===== config.mk =====
export PLATFORM = sky130hd
export DESIGN_NAME = huffman_table_bit_decoder_core_flat
export DESIGN_NICKNAME = d
export VERILOG_FILES = /design/src/rtl/hufftbd_pkg.sv /design/src/rtl/hufftbd_in_if.sv /design/src/rtl/hufftbd_out_if.sv /design/src/rtl/huffman_table_bit_decoder_core.sv /design/src/rtl/hufftbd_table.sv /design/src/flat_wrapper.sv
export SDC_FILE = /design/constraint.sdc
export NUM_CORES = 2
export LEC_CHECK = 0
export BUFFER_PORTS_ARGS = -buffer_cell sky130_fd_sc_hd__buf_2
export CORE_MARGIN = 1.5
export CORE_UTILIZATION = 45
export CTS_BUF_LIST = sky130_fd_sc_hd__clkbuf_16
export CTS_CLUSTER_DIAMETER = 120
export DETAILED_ROUTE_END_ITERATION = 7
export PLACE_DENSITY = 0.69
export SETUP_SLACK_MARGIN = 0.1
export SYNTH_ARGS = -nofsm -noshare
export SYNTH_HDL_FRONTEND = slang
export SYNTH_SLANG_ARGS = --single-unit

===== constraint.sdc =====
create_clock -name clk -period 4.5 [get_ports clk]
set_clock_uncertainty 0.15 [all_clocks]
set_input_delay 0.225 -clock clk [delete_from_list [all_inputs] [get_ports clk]]
set_output_delay 0.225 -clock clk [all_outputs]
set_load 0.03 [all_outputs]

===== src/rtl/hufftbd_pkg.sv =====
package hufftbd_pkg;

	// table size and longest code
	localparam int TABLE_ENTRIES = 128;
	localparam int MAX_CODE_LEN  = 16;

	// fixed field widths
	localparam int SYM_W    = 7;
	localparam int IDX_W    = 7;
	localparam int FCODE_W  = 16;
	localparam int FLEN_W   = 5;
	localparam int BYTE_W   = 8;
	localparam int VBITS_W  = 4;
	localparam int CFG_W    = 8;

	// derived widths
	localparam int ADDR_W  = $clog2(TABLE_ENTRIES);
	localparam int CNT_W   = $clog2(TABLE_ENTRIES + 1);
	localparam int LEN_W   = $clog2(MAX_CODE_LEN + 1);
	localparam int CODE_W  = (MAX_CODE_LEN > FCODE_W) ? MAX_CODE_LEN : FCODE_W;
	localparam int LCMP_W  = 6;
	localparam int BCNT_W  = $clog2(BYTE_W + 1);

	// item modes
	localparam logic MODE_LOAD   = 1'b0;
	localparam logic MODE_DECODE = 1'b1;

	// one stored table entry
	typedef struct packed {
		logic [SYM_W-1:0]   symbol;
		logic [FCODE_W-1:0] code;
		logic [FLEN_W-1:0]  length;
	} entry_t;

	// table write port
	typedef struct packed {
		logic              en;
		logic [ADDR_W-1:0] addr;
		entry_t            entry;
	} tbl_wr_t;

	// lookup request: read one entry and compare it with the running code
	typedef struct packed {
		logic              en;
		logic [ADDR_W-1:0] addr;
		logic [CODE_W-1:0] code;
		logic [LEN_W-1:0]  length;
	} lookup_t;

	// lookup response, registered, in the cycle after the request
	typedef struct packed {
		logic             valid;
		logic             match;
		logic [SYM_W-1:0] symbol;
	} lookup_rsp_t;

	// low-bit mask of a given length
	function automatic logic [CODE_W-1:0] len_mask(input logic [LEN_W-1:0] len);
		logic [CODE_W-1:0] ones;
		ones = '1;
		return ~(ones << len);
	endfunction

endpackage


===== src/rtl/hufftbd_in_if.sv =====
interface hufftbd_in_if
	import hufftbd_pkg::*;
();
	logic                 valid;
	logic                 ready;
	logic                 mode;
	logic [IDX_W-1:0]     entry_index;
	logic [SYM_W-1:0]     entry_symbol;
	logic [FCODE_W-1:0]   entry_code;
	logic [FLEN_W-1:0]    entry_length;
	logic [BYTE_W-1:0]    data_byte;
	logic [VBITS_W-1:0]   valid_bits;

	modport source (
		output valid, mode, entry_index, entry_symbol, entry_code, entry_length,
		       data_byte, valid_bits,
		input  ready
	);
	modport sink (
		input  valid, mode, entry_index, entry_symbol, entry_code, entry_length,
		       data_byte, valid_bits,
		output ready
	);
endinterface


===== src/rtl/hufftbd_out_if.sv =====
interface hufftbd_out_if
	import hufftbd_pkg::*;
();
	logic             valid;
	logic             ready;
	logic [SYM_W-1:0] symbol;
	logic             error;
	logic             last;

	modport source (
		output valid, symbol, error, last,
		input  ready
	);
	modport sink (
		input  valid, symbol, error, last,
		output ready
	);
endinterface


===== src/rtl/huffman_table_bit_decoder_core.sv =====
// Huffman table bit decoder.
// The in_ch channel carries load words (mode 0), each writing one code table
// entry, and decode words (mode 1), each bringing a byte whose leading
// valid_bits bits (saturated at 8) are read most significant first. Each bit
// is appended to a running code, then table entries 0 .. entries_in_use-1
// (at most 128) are read from the table memory one per cycle and checked
// by a single comparator; the lowest matching entry yields a symbol word on
// out_ch. A running code that reaches the maximum length unmatched yields an
// error word. The last word caused by a byte has last set; a partial code
// stays pending. cfg_we/cfg_wdata write entries_in_use; the user must do so
// only while the block is idle, the block itself does not enforce it.
// The table is scanned sequentially through the single memory read port; a
// hit at entry i ends that bit's scan. in_ch.ready is high only while idle,
// so a new byte or load word is taken only once the last one is done.
// Results leave through an output register; when out_ch stalls, the scan
// holds before passing on a second result. Reset clears the running code,
// entries_in_use and the output; table contents are undefined until loaded.
module huffman_table_bit_decoder_core
	import hufftbd_pkg::*;
(
	input  logic               clk,
	input  logic               arst_n,
	input  logic               cfg_we,
	input  logic [CFG_W-1:0]   cfg_wdata,
	hufftbd_in_if.sink         in_ch,
	hufftbd_out_if.source      out_ch
);

	typedef enum logic [4:0] {
		ST_IDLE   = 5'b00001,
		ST_BIT    = 5'b00010,
		ST_SCAN   = 5'b00100,
		ST_DECIDE = 5'b01000,
		ST_FLUSH  = 5'b10000
	} state_t;

	typedef struct packed {
		logic [SYM_W-1:0] symbol;
		logic             error;
		logic             last;
	} result_t;

	state_t             state_q;
	logic [CFG_W-1:0]   entries_q;
	logic [CNT_W-1:0]   limit;
	logic [CODE_W-1:0]  code_q;
	logic [LEN_W-1:0]   len_q;
	logic [BYTE_W-1:0]  byte_q;
	logic [BCNT_W-1:0]  bits_left_q;
	logic [CNT_W-1:0]   addr_q;
	logic               hit_q;
	logic [SYM_W-1:0]   hit_sym_q;
	logic               hold_v_q;
	logic [SYM_W-1:0]   hold_sym_q;
	logic               hold_err_q;
	logic               out_v_q;
	result_t            out_q;
	logic               rd_en;
	logic               can_push;
	logic               push;
	result_t            push_data;
	logic               new_res;
	logic               accept;
	tbl_wr_t            wr;
	lookup_t            req;
	lookup_rsp_t        rsp;

	// config register
	always_ff @(posedge clk or negedge arst_n) begin
		if (!arst_n) begin
			entries_q <= '0;
		end else if (cfg_we) begin
			entries_q <= cfg_wdata;
		end
	end

	// search limit, clamped at the table size
	always_comb begin
		if ({1'b0, entries_q} >= 9'(TABLE_ENTRIES)) begin
			limit = CNT_W'(TABLE_ENTRIES);
		end else begin
			limit = CNT_W'(entries_q);
		end
	end

	assign in_ch.ready = (state_q == ST_IDLE);
	assign accept      = in_ch.valid && in_ch.ready;

	// table write on load words
	always_comb begin
		wr.en           = accept && (in_ch.mode == MODE_LOAD)
		               && (9'(in_ch.entry_index) < 9'(TABLE_ENTRIES));
		wr.addr         = ADDR_W'(in_ch.entry_index);
		wr.entry.symbol = in_ch.entry_symbol;
		wr.entry.code   = in_ch.entry_code;
		wr.entry.length = in_ch.entry_length;
	end

	// scan read requests
	assign rd_en = (state_q == ST_SCAN) && (addr_q < limit) && !rsp.match;

	always_comb begin
		req.en     = rd_en;
		req.addr   = addr_q[ADDR_W-1:0];
		req.code   = code_q;
		req.length = len_q;
	end

	hufftbd_table u_table (
		.clk    (clk),
		.arst_n (arst_n),
		.wr     (wr),
		.req    (req),
		.rsp    (rsp)
	);

	// result push into the output register
	assign can_push = !out_v_q || out_ch.ready;
	assign new_res  = hit_q || (len_q == LEN_W'(MAX_CODE_LEN));

	always_comb begin
		push             = 1'b0;
		push_data.symbol = hold_sym_q;
		push_data.error  = hold_err_q;
		push_data.last   = 1'b0;
		if (state_q == ST_DECIDE) begin
			push = new_res && hold_v_q && can_push;
		end else if (state_q == ST_FLUSH) begin
			push           = hold_v_q && can_push;
			push_data.last = 1'b1;
		end
	end

	// sequencer
	always_ff @(posedge clk or negedge arst_n) begin
		if (!arst_n) begin
			state_q     <= ST_IDLE;
			code_q      <= '0;
			len_q       <= '0;
			bits_left_q <= '0;
			addr_q      <= '0;
			hit_q       <= 1'b0;
			hold_v_q    <= 1'b0;
		end else begin
			unique case (state_q)
				ST_IDLE: begin
					if (accept && (in_ch.mode == MODE_DECODE)) begin
						if (in_ch.valid_bits > VBITS_W'(BYTE_W)) begin
							bits_left_q <= BCNT_W'(BYTE_W);
						end else begin
							bits_left_q <= BCNT_W'(in_ch.valid_bits);
						end
						if (in_ch.valid_bits != '0) begin
							state_q <= ST_BIT;
						end
					end
				end
				ST_BIT: begin
					code_q      <= ((code_q << 1) | CODE_W'(byte_q[BYTE_W-1]))
					             & len_mask(LEN_W'(MAX_CODE_LEN));
					len_q       <= len_q + 1'b1;
					bits_left_q <= bits_left_q - 1'b1;
					addr_q      <= '0;
					hit_q       <= 1'b0;
					state_q     <= ST_SCAN;
				end
				ST_SCAN: begin
					if (rd_en) begin
						addr_q <= addr_q + 1'b1;
					end
					if (rsp.match) begin
						hit_q   <= 1'b1;
						state_q <= ST_DECIDE;
					end else if (!rd_en && !rsp.valid) begin
						state_q <= ST_DECIDE;
					end
				end
				ST_DECIDE: begin
					if (!(new_res && hold_v_q && !can_push)) begin
						if (new_res) begin
							hold_v_q <= 1'b1;
							code_q   <= '0;
							len_q    <= '0;
						end
						if (bits_left_q == '0) begin
							state_q <= ST_FLUSH;
						end else begin
							state_q <= ST_BIT;
						end
					end
				end
				ST_FLUSH: begin
					if (!hold_v_q) begin
						state_q <= ST_IDLE;
					end else if (can_push) begin
						hold_v_q <= 1'b0;
						state_q  <= ST_IDLE;
					end
				end
				default: begin
					state_q <= ST_IDLE;
				end
			endcase
		end
	end

	// datapath registers without reset
	always_ff @(posedge clk) begin
		if (accept) begin
			byte_q <= in_ch.data_byte;
		end else if (state_q == ST_BIT) begin
			byte_q <= byte_q << 1;
		end
		if ((state_q == ST_SCAN) && rsp.match) begin
			hit_sym_q <= rsp.symbol;
		end
		if ((state_q == ST_DECIDE) && new_res && !(hold_v_q && !can_push)) begin
			hold_sym_q <= hit_q ? hit_sym_q : '0;
			hold_err_q <= !hit_q;
		end
	end

	// output register
	always_ff @(posedge clk or negedge arst_n) begin
		if (!arst_n) begin
			out_v_q <= 1'b0;
		end else if (push) begin
			out_v_q <= 1'b1;
		end else if (out_ch.ready) begin
			out_v_q <= 1'b0;
		end
	end

	always_ff @(posedge clk) begin
		if (push) begin
			out_q <= push_data;
		end
	end

	assign out_ch.valid  = out_v_q;
	assign out_ch.symbol = out_q.symbol;
	assign out_ch.error  = out_q.error;
	assign out_ch.last   = out_q.last;

	// no held result is left behind once the block is idle
	a_idle_no_hold: assert property (@(posedge clk) disable iff (!arst_n)
		(state_q == ST_IDLE) |-> !hold_v_q)
		else $error("held result left over in idle");

	// running code never grows past the maximum length
	a_len_bound: assert property (@(posedge clk) disable iff (!arst_n)
		len_q <= LEN_W'(MAX_CODE_LEN))
		else $error("running code too long");

	// a push never overwrites an undelivered word
	a_push_room: assert property (@(posedge clk) disable iff (!arst_n)
		push |-> (!out_v_q || out_ch.ready))
		else $error("output word overwritten");

	// scan address stays within the search limit
	a_scan_addr: assert property (@(posedge clk) disable iff (!arst_n)
		(state_q == ST_SCAN) |-> (addr_q <= limit))
		else $error("scan address beyond limit");

endmodule


===== src/rtl/hufftbd_table.sv =====
module hufftbd_table
	import hufftbd_pkg::*;
(
	input  logic        clk,
	input  logic        arst_n,
	input  tbl_wr_t     wr,
	input  lookup_t     req,
	output lookup_rsp_t rsp
);

	entry_t            mem [TABLE_ENTRIES];
	entry_t            rd_q;
	logic              rd_v_q;
	logic [CODE_W-1:0] code_q;
	logic [LEN_W-1:0]  len_q;
	logic [CODE_W-1:0] masked;

	// write port
	always_ff @(posedge clk) begin
		if (wr.en) begin
			mem[wr.addr] <= wr.entry;
		end
	end

	// registered read, key travels with it
	always_ff @(posedge clk) begin
		if (req.en) begin
			rd_q   <= mem[req.addr];
			code_q <= req.code;
			len_q  <= req.length;
		end
	end

	always_ff @(posedge clk or negedge arst_n) begin
		if (!arst_n) begin
			rd_v_q <= 1'b0;
		end else begin
			rd_v_q <= req.en;
		end
	end

	// shared compare unit: length and masked code bits
	always_comb begin
		masked     = CODE_W'(rd_q.code) & len_mask(len_q);
		rsp.valid  = rd_v_q;
		rsp.match  = rd_v_q
		          && (LCMP_W'(rd_q.length) == LCMP_W'(len_q))
		          && (masked == code_q);
		rsp.symbol = rd_q.symbol;
	end

endmodule

===== src/flat_wrapper.sv =====
// flat-port wrapper written by rule: the top's interface ports become plain ports
module huffman_table_bit_decoder_core_flat import hufftbd_pkg::*;
  (clk, arst_n, cfg_we, cfg_wdata, in_ch_valid, in_ch_mode, in_ch_entry_index, in_ch_entry_symbol, in_ch_entry_code, in_ch_entry_length, in_ch_data_byte, in_ch_valid_bits, in_ch_ready, out_ch_valid, out_ch_symbol, out_ch_error, out_ch_last, out_ch_ready);
  hufftbd_in_if in_ch_i ();
  hufftbd_out_if out_ch_i ();
  input  logic clk;
  input  logic arst_n;
  input  logic cfg_we;
  input  logic [CFG_W-1:0] cfg_wdata;
  input wire logic [$bits(in_ch_i.valid)-1:0] in_ch_valid;
  input wire logic [$bits(in_ch_i.mode)-1:0] in_ch_mode;
  input wire logic [$bits(in_ch_i.entry_index)-1:0] in_ch_entry_index;
  input wire logic [$bits(in_ch_i.entry_symbol)-1:0] in_ch_entry_symbol;
  input wire logic [$bits(in_ch_i.entry_code)-1:0] in_ch_entry_code;
  input wire logic [$bits(in_ch_i.entry_length)-1:0] in_ch_entry_length;
  input wire logic [$bits(in_ch_i.data_byte)-1:0] in_ch_data_byte;
  input wire logic [$bits(in_ch_i.valid_bits)-1:0] in_ch_valid_bits;
  output wire logic [$bits(in_ch_i.ready)-1:0] in_ch_ready;
  output wire logic [$bits(out_ch_i.valid)-1:0] out_ch_valid;
  output wire logic [$bits(out_ch_i.symbol)-1:0] out_ch_symbol;
  output wire logic [$bits(out_ch_i.error)-1:0] out_ch_error;
  output wire logic [$bits(out_ch_i.last)-1:0] out_ch_last;
  input wire logic [$bits(out_ch_i.ready)-1:0] out_ch_ready;
  assign in_ch_i.valid = in_ch_valid;
  assign in_ch_i.mode = in_ch_mode;
  assign in_ch_i.entry_index = in_ch_entry_index;
  assign in_ch_i.entry_symbol = in_ch_entry_symbol;
  assign in_ch_i.entry_code = in_ch_entry_code;
  assign in_ch_i.entry_length = in_ch_entry_length;
  assign in_ch_i.data_byte = in_ch_data_byte;
  assign in_ch_i.valid_bits = in_ch_valid_bits;
  assign in_ch_ready = in_ch_i.ready;
  assign out_ch_valid = out_ch_i.valid;
  assign out_ch_symbol = out_ch_i.symbol;
  assign out_ch_error = out_ch_i.error;
  assign out_ch_last = out_ch_i.last;
  assign out_ch_i.ready = out_ch_ready;
  huffman_table_bit_decoder_core u_core (.clk(clk), .arst_n(arst_n), .cfg_we(cfg_we), .cfg_wdata(cfg_wdata), .in_ch(in_ch_i), .out_ch(out_ch_i));
endmodule

==> key figures <==
Place
  – GPL Wtd Cong: 0.840
  – IO buf count: between 70 and 80
  – HPWL Detailed: 203 mm
  – Placed inst area: between 0.15 and 0.2 mm²

Finish
  – Fin nets: 6673
  – Fraction of layout cells with a size suffix above 1: 30.8%
  – Most common cell after layout, fill and taps aside: edfxtp_1
  – Area delta synth->final: 15.0%
  – Final instance area: 0.164 mm²
  – Most frequent cells in the layout: 3665 x edfxtp_1, 1008 x mux4_2, 375 x clkbuf_16, 284 x buf_4, 223 x mux2i_1

Worst hold path
  – Worst Hold Depth: 4
  – HP Class: in -> reg
  – Hold endpoint: u_core.out_ch.valid$_DFFE_PN0P_
  – Hold path start: out_ch_ready

Critical path
  – Critical path cell sequence: buf_12, buf_12, mux4_2, mux2i_1, a22oi_1, nand3_1, nand3_1
  – Cell family with most CP delay: multiplexers
  – Setup crit end kind: flop
  – CP peak stage delay: approximately 0.86 ns
  – Startpoint Class: flop
  – R2r endpoint: u_core.u_table.rd_q[0]$_DFFE_PP_
  – CP max stage cell: dfrtp_4
  – Worst Path Required: 4.97 ns
  – R2r setup slk: 0.27 ns
  – Worst-path maximum fanout: approximately 100
  – FF-to-FF path depth: 7
  – Worst path bufs/invs: 2
  – Critical path type: reg -> reg
  – Crit path DAT: 4.70 ns
  – R2r startpoint: u_core.addr_q[0]$_DFFE_PN0P_

Global routing
  – GR Overflow Total: 0
  – Initial antenna violation count: 28
  – Number of global-route vias before repair: 69.0k
  – GRT Util Overall: 22.8%
  – Largest net degree at the start of global routing: about 100
  – Global-route wire length before repair: between 500 and 600 mm

Die
  – Core Rows: 206
  – Die X: ~570 µm
  – Starting Density: 45.2%
  – Die area: 0.320 mm²
  – I/O Pins: 72
  – Chip Height: 566 µm
  – Core outline area: 0.315 mm²

Synth
  – Mapped Cells: roughly 6k
  – Synthesis warning total: 0
  – Async set-reset flop share out of synthesis: 1.35%
  – Area share of the largest cell type after synthesis: 77.3%
  – Net Count, Synth: 6123
  – Synth unique cells: 67
  – EDFF count, synth: 3665
  – Sequential share of the synthesized area: 78.2%
  – Largest cells by area after synthesis: edfxtp_1 77%, mux4_2 16%, mux2i_1 1.6%
  – Post-Syn Area: 0.142 mm²
  – Synth area leader: edfxtp_1
  – #FFs+latches synth: 3715
  – Ys flop type: edfxtp_1
  – Synth Area per Inst: approximately 24 µm²

Clock tree
  – Clock tree buffer depth: 4
  – Postcts setup bufs: 0
  – TritonCTS Buffers: ~370
  – Root Buffer: clkbuf_16
  – H-tree depth: 5
  – Clk_lat worst skew: 0.90 ns
  – Sink Count: 3715
  – Clk pin slew, worst setup/hold paths: about 0.06 ns
  – CTS tree: yes

Routing
  – Vias per cell: roughly 6.2
  – Vias: about 69k
  – WL/cell: ~33 µm
  – Iter 0 DRT Violations: 9603
  – Final wirelength: 368 mm
  – Drt first pass iters: 6
  – Residual DRC: 0
  – Routed Antenna Nets: 0

STA
  – Min Tclk post-route: 4.23 ns
  – Fmax: around 0.24 GHz
  – Slew Limit Fails: 0
  – Tcrit/Tclk final: 94.0%
  – Final hold violation count: 0
  – TNS Setup: 0 ns
  – RSZ-0062 raised after global routing: no
  – Final setup vio count: 0
  – Max-slew headroom: 19.3%
  – Worst Tran Pin Value: approximately 1.2 ns

Flow run
  – # Max-Cap Violations: 0

Run status
  – Outcome: complete, no violations

Power and ir drop
  – Max rail drop VDD: 636 µV
  – Leakage power: just under 50 nW
  – Power per cell area: around 520 mW/mm²
## timing repair
item / CTS / global route
gates resized for setup: 0 / 1
endpoints found under the setup margin: 0 / 1
hold buffers: 98 / 0
endpoints found under the hold margin: 1906 / 0
## final cells by class
class | count | area [µm²]
Timing Repair Buffer | 495 | 4720
Clock buffer | 375 | 9380
Multi-Input combinational cell | 1949 | 30400
Sequential cell | 3715 | 111000
Fill cell | 23600 | 151000
Clock inverter | 294 | 2490
Tap cell | 4160 | 5200
Antenna cell | 16 | 40.0
Inverter | 71 | 267
## Yosys cell counts (all sizes together) (3+ instances only)
library cell / number
mux2i: 223
nor3b: 4
nand2: 84
clkbuf: 146
nor2: 146
o22ai: 30
nand3b: 5
o31ai: 4
and2: 13
a221oi: 25
nand3: 95
or3: 4
or4: 7
and3: 6
a21oi: 18
nor4: 3
inv: 70
mux4: 1008
o21ai: 40
mux2: 21
edfxtp: 3665
nor3: 8
a21o: 4
ha: 11
nand2b: 5
and4: 3
xor2: 12
nor2b: 14
a22oi: 109
buf: 170
nand4: 13
a211oi: 4
dfrtp: 49
## power breakdown
part	total (W)	internal, W	leakage [nW]	switching, W
registers	0.0387	0.0384	33.5	0.000354
logic	0.0156	0.00769	10.1	0.00788
clock network	0.0303	0.0174	6.09	0.0129
## metal layers
metal / track usage (%) / vias up / part of all wire, %
li1: - / 27000 / -
met1: 31.9 / 37200 / 38
met2: 36.3 / 4146 / 48
met3: 3.99 / 695 / 9.8
met4: 8.51 / 12 / 4.1
met5: 0 / - / 0.029
## state kept, by name (all words and copies together) (netlist names), 8 cells and up
register               flops
u_core.u_table.mem      3584
u_core.u_table.rd_q       21
u_core.code_q             16
u_core.u_table.code_q     16
u_core.addr_q              8
u_core.byte_q              8
u_core.entries_q           8
## worst max-delay path by stage
stage / startpoint / end / slack [ns] / cells after the start
after floorplan: u_core.state_q[3]$_DFFE_PN0P_ / u_core.u_table.mem[127][0]$_DFFE_PP_ / 0.34 / 7
after global placement: u_core.addr_q[1]$_DFFE_PN0P_ / u_core.u_table.rd_q[15]$_DFFE_PP_ / -0.21 / 7
after detailed placement: u_core.addr_q[0]$_DFFE_PN0P_ / u_core.u_table.rd_q[10]$_DFFE_PP_ / 0.26 / 7
after CTS: u_core.addr_q[0]$_DFFE_PN0P_ / u_core.u_table.rd_q[10]$_DFFE_PP_ / 0.24 / 7
after global routing: u_core.addr_q[0]$_DFFE_PN0P_ / u_core.u_table.rd_q[0]$_DFFE_PP_ / 0.10 / 7
final: u_core.addr_q[0]$_DFFE_PN0P_ / u_core.u_table.rd_q[0]$_DFFE_PP_ / 0.27 / 7
## metrics by stage
step	total power [W]	setup WS (ns)	utilization [%]	instances	hold WS (ns)
finish	0.0846	0.270	52.0	11100	0.0676
floorplan	0.0503	0.337	-	6051	-0.221
global route	0.0870	0.101	52.0	11100	0.0737
global placement	0.0546	-0.212	47.9	10300	0.247
detailed placement	0.0549	0.257	47.9	10300	0.251
CTS	0.0850	0.235	52.0	11100	0.00435
## kinds of logic (layout without fill, tap and decap cells)
| group | after synthesis | count (layout) | synth area share (%) |
|---|---|---|---|
| DFF | 3715 | 3715 | 78.2 |
| muxes | 1252 | 1252 | 17.7 |
| and+or+nand+nor | 418 | 418 | 1.39 |
| buffers and inverters | 387 | 1235 | 1.24 |
| AOI/OAI and AO/OA | 255 | 255 | 1.37 |
| xor gates and xnor gates | 13 | 13 | 0.0799 |
| adders and majority gates | 11 | 11 | 0.0966 |
| other | 0 | 16 | 0 |
## worst reg2reg max path, delay by kind of cell (launching register included)
kind	cells	cell delay (ns)
AO/OA/AOI/OAI	1	0.29
buffers and inverters	2	0.87
flip-flops	1	0.86
multiplexers	2	1.16
AND/OR/NAND/NOR	2	0.62
Power figures use the tool's default switching activity.
